<file path="config.mk">
export PLATFORM = sky130hd
export DESIGN_NAME = timed_event_list_flat
export DESIGN_NICKNAME = d
export VERILOG_FILES = /design/src/rtl/tel_pkg.sv /design/src/rtl/tel_in_if.sv /design/src/rtl/tel_out_if.sv /design/src/rtl/tel_ram.sv /design/src/rtl/tel_ctrl.sv /design/src/rtl/tel_dp.sv /design/src/rtl/timed_event_list.sv /design/src/flat_wrapper.sv
export SDC_FILE = /design/constraint.sdc
export NUM_CORES = 1
export LEC_CHECK = 0
export BUFFER_PORTS_ARGS = -buffer_cell sky130_fd_sc_hd__buf_2
export CORE_MARGIN = 5
export CORE_UTILIZATION = 60
export DETAILED_ROUTE_END_ITERATION = 10
export PLACE_DENSITY = 0.8
export SYNTH_ARGS = -nofsm -noshare
export SYNTH_HDL_FRONTEND = slang
export SYNTH_SLANG_ARGS = --single-unit
</file>
<file path="constraint.sdc">
create_clock -name clk -period 5.25 [get_ports clk]
set_input_delay 0.2625 -clock clk [delete_from_list [all_inputs] [get_ports clk]]
set_output_delay 0.2625 -clock clk [all_outputs]
set_load 0.005 [all_outputs]
</file>
<file path="src/rtl/tel_pkg.sv">
package tel_pkg;

	localparam int SLOTS   = 16;
	localparam int IDX_W   = $clog2(SLOTS);
	localparam int CNT_W   = $clog2(SLOTS + 1);
	localparam int DELAY_W = 16;
	localparam int ID_W    = 8;
	localparam int KIND_W  = 2;
	localparam int ENTRY_W = DELAY_W + ID_W;

	localparam logic MODE_APPEND = 1'b0;
	localparam logic MODE_TICK   = 1'b1;

	typedef enum logic [KIND_W-1:0] {
		KIND_ACCEPTED = 2'd0,
		KIND_FULL     = 2'd1,
		KIND_FIRED    = 2'd2
	} kind_t;

	typedef enum logic [2:0] {
		ST_IDLE,
		ST_READ,
		ST_EVAL,
		ST_EMIT_RD,
		ST_EMIT_WR
	} state_t;

	// controller to datapath
	typedef struct packed {
		logic take_in;
		logic rd_entry;
		logic eval_entry;
		logic emit_rd;
		logic emit_wr;
	} cmd_t;

	// datapath to controller
	typedef struct packed {
		logic in_tick;
		logic count_zero;
		logic walk_last;
		logic fired_any;
		logic out_free;
		logic emit_last;
	} status_t;

endpackage

</file>
<file path="src/rtl/tel_in_if.sv">
interface tel_in_if;
	logic                         valid;
	logic                         ready;
	logic                         mode;
	logic [tel_pkg::DELAY_W-1:0] delay_ticks;
	logic [tel_pkg::ID_W-1:0]    event_id;

	modport source (output valid, output mode, output delay_ticks, output event_id,
		input ready);
	modport sink (input valid, input mode, input delay_ticks, input event_id,
		output ready);
endinterface

</file>
<file path="src/rtl/tel_out_if.sv">
interface tel_out_if;
	logic                        valid;
	logic                        ready;
	logic [tel_pkg::KIND_W-1:0] result_kind;
	logic [tel_pkg::ID_W-1:0]   fired_id;
	logic                        last_of_run;

	modport source (output valid, output result_kind, output fired_id,
		output last_of_run, input ready);
	modport sink (input valid, input result_kind, input fired_id,
		input last_of_run, output ready);
endinterface

</file>
<file path="src/rtl/tel_ram.sv">
module tel_ram #(
	parameter int WIDTH = 8,
	parameter int DEPTH = 16
) (
	input  logic                     clk,
	input  logic                     we,
	input  logic [$clog2(DEPTH)-1:0] waddr,
	input  logic [WIDTH-1:0]         wdata,
	input  logic                     re,
	input  logic [$clog2(DEPTH)-1:0] raddr,
	output logic [WIDTH-1:0]         rdata
);

	logic [WIDTH-1:0] mem_q [DEPTH];
	logic [WIDTH-1:0] rdata_q;

	always_ff @(posedge clk) begin
		if (we) begin
			mem_q[waddr] <= wdata;
		end
		if (re) begin
			rdata_q <= mem_q[raddr];
		end
	end

	assign rdata = rdata_q;

endmodule

</file>
<file path="src/rtl/tel_ctrl.sv">
module tel_ctrl (
	input  logic             clk,
	input  logic             arst_n,
	input  logic             in_valid,
	output logic             in_ready,
	input  tel_pkg::status_t st,
	output tel_pkg::cmd_t    cmd
);
	import tel_pkg::*;

	state_t state_q;
	state_t state_d;

	always_ff @(posedge clk or negedge arst_n) begin
		if (!arst_n) begin
			state_q <= ST_IDLE;
		end else begin
			state_q <= state_d;
		end
	end

	always_comb begin
		state_d  = state_q;
		cmd      = '0;
		in_ready = 1'b0;
		case (state_q)
			ST_IDLE: begin
				in_ready = st.out_free;
				if (in_valid && st.out_free) begin
					cmd.take_in = 1'b1;
					if (st.in_tick && !st.count_zero) begin
						state_d = ST_READ;
					end
				end
			end
			ST_READ: begin
				cmd.rd_entry = 1'b1;
				state_d      = ST_EVAL;
			end
			ST_EVAL: begin
				cmd.eval_entry = 1'b1;
				if (!st.walk_last) begin
					state_d = ST_READ;
				end else if (st.fired_any) begin
					state_d = ST_EMIT_RD;
				end else begin
					state_d = ST_IDLE;
				end
			end
			ST_EMIT_RD: begin
				cmd.emit_rd = 1'b1;
				state_d     = ST_EMIT_WR;
			end
			ST_EMIT_WR: begin
				if (st.out_free) begin
					cmd.emit_wr = 1'b1;
					state_d     = st.emit_last ? ST_IDLE : ST_EMIT_RD;
				end
			end
			default: begin
				state_d = ST_IDLE;
			end
		endcase
	end

endmodule

</file>
<file path="src/rtl/tel_dp.sv">
module tel_dp (
	input  logic                        clk,
	input  logic                        arst_n,
	input  tel_pkg::cmd_t               cmd,
	output tel_pkg::status_t            st,
	input  logic                        in_mode,
	input  logic [tel_pkg::DELAY_W-1:0] in_delay,
	input  logic [tel_pkg::ID_W-1:0]    in_id,
	output logic                        out_valid,
	input  logic                        out_ready,
	output tel_pkg::kind_t              out_kind,
	output logic [tel_pkg::ID_W-1:0]    out_id,
	output logic                        out_last
);
	import tel_pkg::*;

	logic [CNT_W-1:0] count_q;
	logic [CNT_W-1:0] idx_q;
	logic [CNT_W-1:0] keep_q;
	logic [CNT_W-1:0] nfired_q;
	logic [CNT_W-1:0] nfired_m1;

	logic             out_valid_q;
	kind_t            out_kind_q;
	logic [ID_W-1:0]  out_id_q;
	logic             out_last_q;

	logic               tab_we;
	logic [IDX_W-1:0]   tab_waddr;
	logic [ENTRY_W-1:0] tab_wdata;
	logic [ENTRY_W-1:0] tab_rdata;
	logic [DELAY_W-1:0] ent_cd;
	logic [ID_W-1:0]    ent_id;
	logic [ID_W-1:0]    stk_rdata;

	logic is_append;
	logic has_room;
	logic do_store;
	logic fire_now;

	assign is_append = cmd.take_in && (in_mode == MODE_APPEND);
	assign has_room  = (count_q < CNT_W'(SLOTS));
	assign do_store  = is_append && (in_id != '0) && has_room;
	assign ent_cd    = tab_rdata[ID_W +: DELAY_W];
	assign ent_id    = tab_rdata[ID_W-1:0];
	assign fire_now  = (ent_cd == '0);
	assign nfired_m1 = nfired_q - CNT_W'(1);

	always_comb begin
		tab_we    = 1'b0;
		tab_waddr = count_q[IDX_W-1:0];
		tab_wdata = {in_delay, in_id};
		if (do_store) begin
			tab_we = 1'b1;
		end else if (cmd.eval_entry && !fire_now) begin
			tab_we    = 1'b1;
			tab_waddr = keep_q[IDX_W-1:0];
			tab_wdata = {ent_cd - DELAY_W'(1), ent_id};
		end
	end

	tel_ram #(.WIDTH(ENTRY_W), .DEPTH(SLOTS)) u_table (
		.clk   (clk),
		.we    (tab_we),
		.waddr (tab_waddr),
		.wdata (tab_wdata),
		.re    (cmd.rd_entry),
		.raddr (idx_q[IDX_W-1:0]),
		.rdata (tab_rdata)
	);

	// fired ids, read back newest first
	tel_ram #(.WIDTH(ID_W), .DEPTH(SLOTS)) u_stack (
		.clk   (clk),
		.we    (cmd.eval_entry && fire_now),
		.waddr (nfired_q[IDX_W-1:0]),
		.wdata (ent_id),
		.re    (cmd.emit_rd),
		.raddr (nfired_m1[IDX_W-1:0]),
		.rdata (stk_rdata)
	);

	always_ff @(posedge clk or negedge arst_n) begin
		if (!arst_n) begin
			count_q  <= '0;
			idx_q    <= '0;
			keep_q   <= '0;
			nfired_q <= '0;
		end else begin
			if (do_store) begin
				count_q <= count_q + CNT_W'(1);
			end
			if (cmd.take_in && (in_mode == MODE_TICK)) begin
				idx_q    <= '0;
				keep_q   <= '0;
				nfired_q <= '0;
			end
			if (cmd.eval_entry) begin
				idx_q <= idx_q + CNT_W'(1);
				if (fire_now) begin
					nfired_q <= nfired_q + CNT_W'(1);
				end else begin
					keep_q <= keep_q + CNT_W'(1);
				end
				if (st.walk_last) begin
					count_q <= fire_now ? keep_q : keep_q + CNT_W'(1);
				end
			end
			if (cmd.emit_wr) begin
				nfired_q <= nfired_m1;
			end
		end
	end

	always_ff @(posedge clk or negedge arst_n) begin
		if (!arst_n) begin
			out_valid_q <= 1'b0;
		end else if (is_append || cmd.emit_wr) begin
			out_valid_q <= 1'b1;
		end else if (out_ready) begin
			out_valid_q <= 1'b0;
		end
	end

	always_ff @(posedge clk) begin
		if (is_append) begin
			out_kind_q <= ((in_id == '0) || has_room) ? KIND_ACCEPTED : KIND_FULL;
			out_id_q   <= '0;
			out_last_q <= 1'b1;
		end else if (cmd.emit_wr) begin
			out_kind_q <= KIND_FIRED;
			out_id_q   <= stk_rdata;
			out_last_q <= (nfired_q == CNT_W'(1));
		end
	end

	always_comb begin
		st.in_tick    = (in_mode == MODE_TICK);
		st.count_zero = (count_q == '0);
		st.walk_last  = ((idx_q + CNT_W'(1)) == count_q);
		st.fired_any  = (nfired_q != '0) || fire_now;
		st.out_free   = !out_valid_q || out_ready;
		st.emit_last  = (nfired_q == CNT_W'(1));
	end

	assign out_valid = out_valid_q;
	assign out_kind  = out_kind_q;
	assign out_id    = out_id_q;
	assign out_last  = out_last_q;

endmodule

</file>
<file path="src/rtl/timed_event_list.sv">
// Timed event list: a table of up to SLOTS pending events (countdown, id),
// kept compacted in append order.
// Channel "request" carries mode, delay_ticks and event_id. An append
// (mode 0) stores the event at the tail and answers one result: accepted,
// or refused when the table is full. Id zero stores nothing and is accepted.
// A tick (mode 1) walks every stored entry: a zero countdown fires and is
// removed, the rest count down by one and move up to close the gap.
// Channel "result" carries result_kind, fired_id and last_of_run. Fired ids
// leave newest first; the final one has last_of_run set. A tick that fires
// nothing answers no result.
// An append result is registered and shown the cycle after the request is taken.
// A tick walks the stored entries with one table RAM read and one evaluate per
// entry, then emits each fired id with one stack RAM read and one output load,
// and the output load waits while the output is stalled.
// Reset empties the table at once; no clearing pass is needed since only
// entries below the fill count are ever read.
// A stalled receiver holds the output register; appends and emission wait
// until it is taken, while a walk in progress runs on.
module timed_event_list (
	input  logic    clk,
	input  logic    arst_n,
	tel_in_if.sink  request,
	tel_out_if.source result
);
	import tel_pkg::*;

	cmd_t    cmd;
	status_t st;
	kind_t   out_kind;

	// sequencer: accept, walk entries, emit fired ids
	tel_ctrl u_ctrl (
		.clk      (clk),
		.arst_n   (arst_n),
		.in_valid (request.valid),
		.in_ready (request.ready),
		.st       (st),
		.cmd      (cmd)
	);

	// table, fired-id stack, counters and output register
	tel_dp u_dp (
		.clk       (clk),
		.arst_n    (arst_n),
		.cmd       (cmd),
		.st        (st),
		.in_mode   (request.mode),
		.in_delay  (request.delay_ticks),
		.in_id     (request.event_id),
		.out_valid (result.valid),
		.out_ready (result.ready),
		.out_kind  (out_kind),
		.out_id    (result.fired_id),
		.out_last  (result.last_of_run)
	);

	assign result.result_kind = out_kind;

endmodule

</file>
<file path="src/flat_wrapper.sv">
// flat-port wrapper written by rule: the top's interface ports become plain ports
module timed_event_list_flat import tel_pkg::*;
  (clk, arst_n, request_valid, request_mode, request_delay_ticks, request_event_id, request_ready, result_valid, result_result_kind, result_fired_id, result_last_of_run, result_ready);
  tel_in_if request_i ();
  tel_out_if result_i ();
  input  logic clk;
  input  logic arst_n;
  input wire logic [$bits(request_i.valid)-1:0] request_valid;
  input wire logic [$bits(request_i.mode)-1:0] request_mode;
  input wire logic [$bits(request_i.delay_ticks)-1:0] request_delay_ticks;
  input wire logic [$bits(request_i.event_id)-1:0] request_event_id;
  output wire logic [$bits(request_i.ready)-1:0] request_ready;
  output wire logic [$bits(result_i.valid)-1:0] result_valid;
  output wire logic [$bits(result_i.result_kind)-1:0] result_result_kind;
  output wire logic [$bits(result_i.fired_id)-1:0] result_fired_id;
  output wire logic [$bits(result_i.last_of_run)-1:0] result_last_of_run;
  input wire logic [$bits(result_i.ready)-1:0] result_ready;
  assign request_i.valid = request_valid;
  assign request_i.mode = request_mode;
  assign request_i.delay_ticks = request_delay_ticks;
  assign request_i.event_id = request_event_id;
  assign request_ready = request_i.ready;
  assign result_valid = result_i.valid;
  assign result_result_kind = result_i.result_kind;
  assign result_fired_id = result_i.fired_id;
  assign result_last_of_run = result_i.last_of_run;
  assign result_i.ready = result_ready;
  timed_event_list u_core (.clk(clk), .arst_n(arst_n), .request(request_i), .result(result_i));
endmodule
</file>
==> results of run 1 <==
-- per-layer routing --
| metal | global-route usage | wire length, um | vias to the layer above |
|---|---|---|---|
| met5 | 0 | 7 | - |
| met3 | 0.05187 | 4220 | 109 |
| li1 | - | - | 4886 |
| met4 | 0.06893 | 1478 | 2 |
| met1 | 0.3351 | 19280 | 6074 |
| met2 | 0.4130 | 26120 | 644 |
-- power breakdown --
group,switching [mW],leakage [nW],internal (mW)
registers,0.461,5.31,6.00
logic,2.18,2.03,1.62
clock network,1.67,0.819,2.03
-- cell families after synthesis --
logic type,synth area share
adder cells (fa/ha/maj),0.005378
multiplexers,0.1540
XOR/XNOR,0.01092
AO/OA/AOI/OAI,0.02851
buffers and inverters,0.01522
AND/OR/NAND/NOR,0.04760
flip-flops,0.7383
-- flip-flops by register name, summed over array words and instances (netlist names) --
name	flops
u_core.u_dp.u_table.rdata	24
u_core.u_dp.u_stack.rdata	8
u_core.u_dp.keep_q	5
u_core.u_dp.out_kind	2
u_core.u_dp.u_stack.mem_q	128
u_core.u_ctrl.state_q	3
u_core.u_dp.idx_q	5
u_core.u_dp.out_last	1
u_core.u_dp.nfired_q	5
u_core.u_dp.out_id	8
u_core.u_dp.u_table.mem_q	384
u_core.u_dp.out_valid	1
u_core.u_dp.count_q	5
-- metrics by stage --
step	setup slack, ns	std cells
2_1_floorplan	1.556	1156
3_3_place_gp	1.780	1676
3_5_place_dp	1.610	1676
4_1_cts	1.528	1777
5_1_grt	1.348	1778
6_report	1.505	1778
-- worst max-delay path: cells and delay by family (launching register included) --
family,cells,cell delay (ns)
buffers and inverters,1,0.06
DFF,1,0.40
and+or+nand+nor,2,0.47
adders and majority gates,1,0.20
AOI/OAI and AO/OA,3,2.20
-- layout make-up --
type	instances	area, um^2	share of cell area
flip-flops and latches	579	17190	0.6631
clock inverters	29	210.2	0.008110
multi-input cells	506	5964	0.2301
inverters	8	30.03	0.001159
repair buffers	67	412.9	0.01593
clock buffers	71	1466	0.05658
well taps	518	648.1	0.02501
-- what timing repair did --
| action | CTS | global route |
|---|---|---|
| hold buffers | 1 | 0 |
| setup endpoints to repair | 0 | 0 |
| buffers inserted | 0 | 0 |
| endpoints found under the hold margin | 24 | 0 |
-- synthesized netlist by cell type (3+ instances only) --
cell type | number | area share
a31oi_1 | 5 | 0.0013
nand2_1 | 74 | 0.012
and3_1 | 11 | 0.0030
and2_1 | 10 | 0.0027
inv_1 | 7 | 0.0011
or3_1 | 5 | 0.0013
mux4_2 | 152 | 0.15
or4_1 | 5 | 0.0016
nand3_1 | 18 | 0.0039
xnor2_1 | 20 | 0.0075
or2_2 | 3 | 0.00081
a211oi_1 | 9 | 0.0029
nor4_1 | 3 | 0.00081
dfxtp_1 | 9 | 0.0077
nor2b_1 | 12 | 0.0032
buf_4 | 10 | 0.0032
nand4_1 | 3 | 0.00081
o32ai_1 | 3 | 0.0011
nand2b_1 | 6 | 0.0016
a21oi_1 | 21 | 0.0045
o21ai_0 | 20 | 0.0043
edfxtp_1 | 546 | 0.70
o22ai_1 | 11 | 0.0030
buf_2 | 28 | 0.0060
dfrtp_1 | 24 | 0.026
nor2_1 | 19 | 0.0031
nor3_1 | 9 | 0.0019
nor3b_1 | 3 | 0.00097
ha_1 | 10 | 0.0054
mux2i_1 | 16 | 0.0069
clkbuf_1 | 22 | 0.0035
xor2_1 | 9 | 0.0034
-- path summary, 6_finish.rpt --
check | endpoint | depth (start not counted) | slack (ns) | startpoint
min | u_core.u_dp.u_table.mem_q[3][21] | 3 | 0.15 | request_delay_ticks[13]
min reg2reg | u_core.u_dp.out_id[7] | 2 | 0.46 | u_core.u_dp.out_id[7]
max reg2reg | u_core.u_dp.u_table.mem_q[6][22] | 7 | 1.50 | u_core.u_dp.u_table.rdata[8]
min in group asynchronous | u_core.u_dp.out_valid | 2 | 0.23 | arst_n
max in group asynchronous | u_core.u_dp.idx_q[0] | 2 | 4.59 | arst_n
max | u_core.u_dp.u_table.mem_q[6][22] | 7 | 1.50 | u_core.u_dp.u_table.rdata[8]
==> run_results.csv, run 1 <==
group,metric,value,unit
finish,layout_common_cells,"edfxtp_1, mux4_2, nand2_1",
clock_network,clkLatencyLatePin,0.62,ns
clock_network,cts.sinks,579,
sta,fmax,0.2670,GHz
clock_network,cts_root_buf,"clkbuf_16",
power,p_leak,8.164,nW
yosys,netlist_area,23260,um^2
finish,postLayoutCoreUtil,0.6738,
setup_path,required,5.45,ns
die,die_w,206.9,um
power,peakVddDrop,0.3169,mV
detailed_routing,dr.pass1.iters,6,
setup_path,crit_path_start_kind,"flop",
yosys,synth-async-reset-ratio,0.04145,
sta,fin_setup_tns,0,ns
placed_design,placed_cell_area,24230,um^2
global_route,grt_usage,0.2460,
sta,grt_setup_unrepaired,"false",
yosys,syn-num-nets,1195,
worst_hold_path,hold_class,"input pin to flop",
setup_path,worstPathCellList,"inv_1, ha_1, nor3b_2, and4_1, a21oi_4, a22oi_1, o22ai_4",
yosys,synth_ff_type,"edfxtp_1",
global_route,grt_max_degree,58,
detailed_routing,wl,51110,um
clock_network,cts.reportedPaths.clkPinSlew,0.06,ns
finish,n_antenna_cell,0,
setup_path,critPathMaxStageDelay,1.06,ns
finish,drive_gt1_frac,0.2698,
clock_network,cts_tree,"done",
global_route,grt_pass1_wl,76460,um
placed_design,port-buffer-count,41,
placed_design,hpwl,29180,um
detailed_routing,antenna_left,0,
global_route,antenna_found_initial,1,
power,power,13.95,mW
placed_design,gp_congestion,0.8232,
global_route,gr-total-overflow,0,
clock_network,htree_levels,2,
yosys,synth-edff-count,546,
finish,nets,1256,
finish,post-route-cell-area,25920,um^2
sta,relSlewSlack,0.1347,
status,outcome,"finished clean",
die,dieArea,42810,um^2
clock_network,cts_buffers,55,
die,initial_core_util,0.6048,
die,die-height,206.9,um
yosys,postSynthAreaPerCell,20.12,um^2
finish,fillers,2356,
setup_path,crit_type,"flop to flop",
job,maxCapViolCount,0,
sta,whs,0.1499,ns
yosys,ys_seq_area_frac,0.7383,
detailed_routing,drt_iter0_markers,1503,
setup_path,critical_path.endpoint_type,"flop",
sta,finalHoldViolations,0,
detailed_routing,via_per_inst,6.589,
global_route,grt_pass1_vias,11970,
die,io_pins,42,
sta,max_slew.worst_pin.slew,1.292,ns
clock_network,cts_resized,0,
sta,setup_viol,0,
yosys,yosys_warnings,0,
finish,final_common_cell,"edfxtp_1",
detailed_routing,drc_errors,0,
sta,fin_skew,0.03675,ns
die,rows,72,
detailed_routing,dr_total_vias,11720,
yosys,synth_seq_cells,579,
finish,areaGrowthSynthToFinish,11.41,%
setup_path,cp_slowest_cell,"o22ai_4",
sta,finalCriticalPeriod,3.745,ns
setup_path,worstPathMaxFanout,24,
sta,fin_crit_sh,0.7134,
sta,slew_viol_final,0,
yosys,ys_types,71,
detailed_routing,wl_per_cell,28.74,um
setup_path,worstPathArrival,3.95,ns
yosys,postSynthCellCount,1156,
power,p_per_area,538.3,nW/um^2
clock_network,clk_path_buf_depth,3,
die,core,38470,um^2
Note: power is estimated with default switching activity, not from simulation.
==> run 2: changes to the inputs <==
Settings changed: ABC_AREA from default to 1.
Clock period 5.25 ns to 3.55 ns, I/O delays scaled along.
==> run 2 against run 1 <==
Against the previous run:
- sequential cell count did not move
- critical path depth is 3 higher
- core utilization grew 1.1 points
- cell count grew 37%
- clock power rose by 64%
- fmax is 13% higher
- largest power group unchanged
- via count is 33% higher
- sequential power is 49% higher
- routed wire length up 13%
- critical path type unchanged
- die area increased by 1.8%
- combinational power up 79%
==> run_results.csv, run 2 <==
group,metric,value,unit
power,p_leak,8.952,nW
power,clkPwrFrac,0.270,
setup_path,cp_top_family,"simple AND/OR/NAND/NOR gates",
detailed_routing,wl_per_cell,23.89,um
yosys,synth.top_cells.by_count,"edfxtp_1, nor2_1, o21ai_0",
die,rows,72,
worst_hold_path,min_delay_worst_endpoint,"u_core.u_dp.out_id[2]",
yosys,synth_ff_type,"edfxtp_1",
die,dieArea,43600,um^2
clock_network,cts_buffers,55,
yosys,synth.most_common_cell,"edfxtp_1",
clock_network,clk_path_buf_depth,3,
global_route,grt_pass1_wl,87700,um
yosys,postSynthCellCount,1819,
detailed_routing,drc_errors,0,
power,power_frac_comb,0.302,
setup_path,cp.buffers_inverters,2,
yosys,synth-async-reset-ratio,0.04145,
clock_network,cts_tree,"done",
finish,layout_common_cells,"edfxtp_1, nor2_1, o21ai_0",
power,power,22.46,mW
worst_hold_path,holdCritStartpoint,"request_valid",
setup_path,worstPathCellList,"inv_1, ha_1, nand2_2, nor2_4, nand2_2, nand2_4, inv_2, o21ai_1, nand2_1, nor2_4",
power,p_per_area,843.5,nW/um^2
placed_design,hpwl,34540,um
detailed_routing,drt_iter0_markers,2421,
global_route,gr-total-overflow,0,
setup_path,worstPathArrival,3.55,ns
yosys,synth_seq_cells,579,
yosys,synth_top_area_frac,0.6915,
sta,finalHoldViolations,0,
yosys,ys_types,38,
global_route,grt_usage,0.2591,
power,switching_share,0.3597,
clock_network,cts.sinks,579,
sta,whs,0.01621,ns
clock_network,cts_resized,0,
clock_network,htree_levels,2,
sta,grt_setup_unrepaired,"false",
sta,fmax,0.3019,GHz
global_route,grt_max_degree,193,
setup_path,crit_type,"flop to flop",
sta,finalCriticalPeriod,3.312,ns
placed_design,port-buffer-count,41,
job,maxCapViolCount,0,
finish,fillers,2567,
yosys,synth-edff-count,546,
status,outcome,"finished clean",
setup_path,cp_slowest_cell,"nor2_4",
finish,nets,1902,
finish,areaGrowthSynthToFinish,12.32,%
finish,regMostFlops,"u_core.u_dp.u_table.mem_q",
sta,max_slew.worst_pin.slew,1.171,ns
clock_network,cts_root_buf,"clkbuf_16",
power,p_int,14.38,mW
sta,relSlewSlack,0.2109,
worst_hold_path,hold_class,"input pin to flop",
sta,fin_crit_sh,0.9331,
sta,fin_skew,0.02383,ns
finish,drive_gt1_frac,0.1142,
yosys,syn-num-nets,1858,
global_route,antenna_found_initial,0,
worst_hold_path,hold_depth,4,
setup_path,critical_path.endpoint_type,"flop",
detailed_routing,wl,57970,um
detailed_routing,antenna_left,0,
detailed_routing,dr_total_vias,15550,
die,die_w,208.8,um
yosys,yosys_warnings,0,
setup_path,ff2ff_setup_slack,0.24,ns
setup_path,reg2reg_to,"u_core.u_dp.u_table.mem_q[4][12]",
yosys,postSynthAreaPerCell,13.04,um^2
finish,postLayoutCoreUtil,0.6843,
finish,final_common_cell,"edfxtp_1",
setup_path,reg2reg_depth,10,
sta,slew_viol_final,0,
detailed_routing,dr.pass1.iters,9,
yosys,synth_top_area_cell,"edfxtp_1",
setup_path,required,3.79,ns
finish,multi_input_area,5972,um^2
finish,largest_reg_flops,384,
setup_path,critPathMaxStageDelay,0.68,ns
yosys,netlist_area,23710,um^2
die,initial_core_util,0.6093,
power,p_switching,8.080,mW
detailed_routing,via_per_inst,6.406,
power,seq_power_share,0.428,
setup_path,crit_path_start_kind,"flop",
setup_path,startpoint,"u_core.u_dp.u_table.rdata[8]",
clock_network,clkLatencyLatePin,0.61,ns
finish,n_antenna_cell,0,
placed_design,gp_congestion,0.9260,
clock_network,cts.reportedPaths.clkPinSlew,0.06,ns
setup_path,worstPathMaxFanout,24,
die,die-height,208.8,um
sta,setup_viol,0,
setup_path,r2r-start,"u_core.u_dp.u_table.rdata[8]",
die,io_pins,42,
global_route,grt_pass1_vias,15030,
yosys,ys_seq_area_frac,0.7244,
sta,fin_setup_tns,0,ns
finish,seq_area,17190,um^2
power,peakVddDrop,0.5739,mV
die,core,38920,um^2
yosys,synthTopCellsByArea,"edfxtp_1, o21ai_0, nor2_1",
-- run 2: repair_timing --
item | 4_1_cts | 5_1_grt
hold buffers | 4 | 0
setup buffers | 0 | 0
endpoints found under the setup margin | 0 | 38
endpoints found under the hold margin | 33 | 0
-- run 2: cells by family (layout without fill, tap and decap cells) --
group / Yosys count / in the layout / synth area share
AOI/OAI and AO/OA: 419 / 419 / 0.1080
buffers and inverters: 167 / 257 / 0.02923
adders and majority gates: 10 / 10 / 0.005277
muxes: 69 / 69 / 0.02913
and+or+nand+nor: 553 / 553 / 0.09583
DFF: 579 / 579 / 0.7244
xor gates and xnor gates: 22 / 22 / 0.008126
-- run 2: how the worst max path moves through the flow --
| stage | end | slack, ns | cells after the start |
|---|---|---|---|
| 2_1_floorplan | u_core.u_dp.u_table.mem_q[12][0] | 0.60 | 11 |
| 3_3_place_gp | u_core.u_dp.u_table.mem_q[5][19] | 0.42 | 12 |
| 3_5_place_dp | u_core.u_dp.u_table.mem_q[4][23] | 0.27 | 10 |
| 4_1_cts | u_core.u_dp.u_table.mem_q[4][19] | 0.22 | 10 |
| 5_1_grt | u_core.u_dp.u_table.mem_q[5][21] | 0.004 | 12 |
| 6_report | u_core.u_dp.u_table.mem_q[4][12] | 0.24 | 10 |
-- run 2: per-layer routing --
layer  track usage  vias up  part of all wire
li1              -     6837                 -
met4       0.09158        0             0.037
met3       0.04634      164             0.097
met5             0        -                 0
met2        0.4379     1024              0.50
met1        0.3429     7522              0.37
-- run 2: power by group through the flow --
stage | combinational (mW) | clock, mW | sequential, mW
2_1_floorplan | 4.41 | 0 | 9.33
3_3_place_gp | 6.37 | 0 | 9.68
3_5_place_dp | 6.57 | 0 | 9.71
4_1_cts | 6.68 | 6.11 | 9.58
5_1_grt | 7.29 | 6.42 | 9.65
6_report | 6.79 | 6.07 | 9.60
-- run 2: worst reg2reg max path: cells and delay by family (launching register included) --
family	cells	cell delay, ns
and+or+nand+nor	6	1.76
DFF	1	0.38
buffers and inverters	2	0.29
AOI/OAI and AO/OA	1	0.29
adders and majority gates	1	0.21
-- run 2: layout make-up --
cell class | count | share of cell area
clock inverter | 24 | 0.01179
multi-input combinational | 1073 | 0.2242
inverter | 63 | 0.008973
sequential | 579 | 0.6453
timing repair buffer | 91 | 0.02640
tap | 518 | 0.02434
clock buffer | 79 | 0.05891
-- run 2: metrics by stage --
step	instances	setup slack, ns	cell area [um^2]
2_1_floorplan	1819	0.5952	23710
4_1_cts	2427	0.2194	26630
3_5_place_dp	2320	0.2684	24710
5_1_grt	2427	0.003765	26630
3_3_place_gp	2320	0.4193	24710
6_report	2427	0.2377	26630
==> run 3: changes to the inputs <==
Settings changed: SYNTH_HIERARCHICAL from default to 1.
==> run 3 against run 2 <==
Against the previous run:
- clock power fell by 3.6%
- count of clock-buffer cells in the layout fell by 5
- register-to-register slack improved by 0.12 ns
- area after synthesis rose by 9.5%
- die area rose by 9.1%
- total power rose by 1.6%
- sequential share of layout area fell by 4.5 points
- synthesized cell count rose by 43%
- highest routed layer unchanged
==> run_results.csv, run 3 <==
group,metric,value,unit
status,outcome,"finished clean",
finish,areaGrowthSynthToFinish,10.19,%
yosys,synth.top_cells.by_count,"nand2_1, edfxtp_1, inv_1",
global_route,antenna_found_initial,2,
yosys,synth.most_common_cell,"nand2_1",
clock_network,cts.reportedPaths.clkPinSlew,0.06,ns
detailed_routing,wl,64630,um
sta,whs,0.05933,ns
detailed_routing,dr_total_vias,18260,
sta,setup_viol,0,
detailed_routing,antenna_left,0,
clock_network,clkLatencyLatePin,0.63,ns
yosys,synth_top_area_cell,"edfxtp_1",
detailed_routing,drt_iter0_markers,2572,
setup_path,reg2reg_to,"u_core/u_dp/u_table/mem_q[11][9]",
setup_path,critical_path.endpoint_type,"flop",
job,maxCapViolCount,0,
placed_design,hpwl,39650,um
die,initial_core_util,0.6042,
clock_network,post_cts_buffers,0,
placed_design,gp_congestion,0.9506,
setup_path,worstPathMaxFanout,24,
global_route,gr-total-overflow,0,
power,p_leak,12.27,nW
yosys,ys_types,36,
sta,fin_setup_tns,0,ns
global_route,grt_pass1_vias,17680,
power,peakVddDrop,0.8191,mV
setup_path,r2r-start,"u_core/u_ctrl/state_q[1]",
detailed_routing,via_per_inst,5.600,
setup_path,ff2ff_setup_slack,0.35,ns
global_route,grt_pass1_wl,98350,um
finish,drive_gt1_frac,0.07853,
sta,fin_crit_sh,0.9006,
setup_path,crit_path_start_kind,"flop",
clock_network,cts_root_buf,"clkbuf_16",
yosys,synth_ff_type,"edfxtp_1",
clock_network,htree_levels,2,
detailed_routing,dr.pass1.iters,5,
sta,grt_setup_unrepaired,"false",
setup_path,crit_type,"flop to flop",
finish,final_common_cell,"nand2_1",
sta,relSlewSlack,0.2220,
finish,layout_common_cells,"nand2_1, edfxtp_1, inv_1",
worst_hold_path,hold_class,"input pin to flop",
yosys,synth_seq_cells,579,
sta,slew_viol_final,0,
yosys,yosys_warnings,6,
placed_design,port-buffer-count,41,
setup_path,required,3.80,ns
yosys,ys_seq_area_frac,0.6614,
clock_network,clk_path_buf_depth,3,
sta,finalCriticalPeriod,3.197,ns
power,p_per_area,797.3,nW/um^2
die,die-height,218.0,um
yosys,netlist_area,25970,um^2
global_route,grt_usage,0.2700,
detailed_routing,drc_errors,0,
sta,fin_skew,0.03321,ns
setup_path,reg2reg_depth,14,
yosys,synth_top_area_frac,0.6314,
finish,nets,2668,
sta,fmax,0.3128,GHz
die,io_pins,42,
yosys,synth-edff-count,546,
setup_path,crit_path_end,"u_core/u_dp/u_table/mem_q[11][9]",
clock_network,cts_buffers,56,
detailed_routing,wl_per_cell,19.82,um
die,die_w,218.0,um
clock_network,cts.sinks,579,
finish,largest_reg_flops,384,
setup_path,worstPathArrival,3.45,ns
sta,finalHoldViolations,0,
yosys,postSynthCellCount,2596,
finish,fillers,3138,
setup_path,startpoint,"u_core/u_ctrl/state_q[1]",
clock_network,cts_tree,"done",
die,dieArea,47540,um^2
sta,max_slew.worst_pin.slew,1.159,ns
yosys,syn-num-nets,2635,
die,core,42980,um^2
yosys,synthTopCellsByArea,"edfxtp_1, nand2_1, nand3_1",
global_route,grt_max_degree,198,
die,rows,76,
finish,regMostFlops,"u_core/u_dp/u_table/mem_q",
yosys,postSynthAreaPerCell,10.00,um^2
yosys,synth-async-reset-ratio,0.04145,
## run 3: cell types whose count changed in the layout (fill, tap and decap cells not counted), sizes merged, moves of 43 or more
| cell | delta |
|---|---|
| o221ai | -58 |
| o211ai | -69 |
| mux2i | -69 |
| nand3 | +360 |
| o21ai | -190 |
| inv | +399 |
| nand2 | +639 |
| o22ai | -43 |
| nor2 | -195 |
## run 3: routing by layer
layer | global-route usage | wire, um
met3 | 0.07414 | 7526
met2 | 0.4283 | 30020
met1 | 0.3671 | 24950
met5 | 0 | 0
met4 | 0.08855 | 2134
## run 3: area by class of cell
type | count | area, um^2 | share of cell area
sequential | 579 | 17190 | 0.6006
clock inverter | 29 | 304.0 | 0.01063
timing repair buffer | 88 | 653.1 | 0.02283
tap | 585 | 732.0 | 0.02558
inverter | 463 | 1747 | 0.06104
clock buffer | 74 | 1479 | 0.05169
antenna | 2 | 5.005 | 0.0001749
multi-input combinational | 1441 | 6509 | 0.2275
## run 3: power breakdown
part	switching (mW)	internal (mW)
registers	0.631	8.79
logic	5.60	1.95
clock network	2.49	3.36
total	8.72	14.1
## run 3: logic make-up after synthesis
group	after synthesis	synth area share
compound gates	53	0.01190
xor+xnor	24	0.008095
buf+inv	576	0.09256
flops	579	0.6614
simple gates	1354	0.2212
fa+ha+maj	10	0.004818
## run 3: through the flow
stage / util / setup slack, ns / cells / power, mW / cell area [um^2]
final: 0.6657 / 0.3529 / 3261 / 22.82 / 28610
after global routing: 0.6657 / 0.1469 / 3260 / 23.82 / 28610
after CTS: 0.6656 / 0.4053 / 3259 / 22.68 / 28610
after detailed placement: 0.6234 / 0.4699 / 3153 / 16.82 / 26800
after global placement: 0.6234 / 0.6306 / 3153 / 16.60 / 26800
after floorplan: - / 0.2936 / 2596 / 14.08 / 25970
## run 3: repair_timing
item,in CTS,in global routing
endpoints found under the hold margin,26,0
endpoints found under the setup margin,0,0
resized for setup,0,0
hold buffers,3,0
## run 3: worst max-delay path, stage by stage (launching register included)
cell and delay (ns):
dfrtp_1 0.42, inv_2 0.08, nand2_2 0.06, nor2_2 0.11, inv_1 0.08, nor3_2 0.15, inv_1 0.11, nor2_4 0.20
nand3_4 0.16, nand2_8 0.15, nand2_1 0.08, o21ai_0 0.21, nand2_1 0.40, nor2_4 0.21, buf_4 0.40
## run 3: worst min path at each step
stage | startpoint | to | cells after the start
floorplan | arst_n | u_core/u_ctrl/state_q[0] | 0
global placement | arst_n | u_core/u_dp/nfired_q[2] | 1
detailed placement | arst_n | u_core/u_dp/nfired_q[2] | 1
CTS | request_valid | u_core/u_ctrl/state_q[0] | 7
global route | request_valid | u_core/u_ctrl/state_q[1] | 7
finish | request_valid | u_core/u_ctrl/state_q[0] | 7
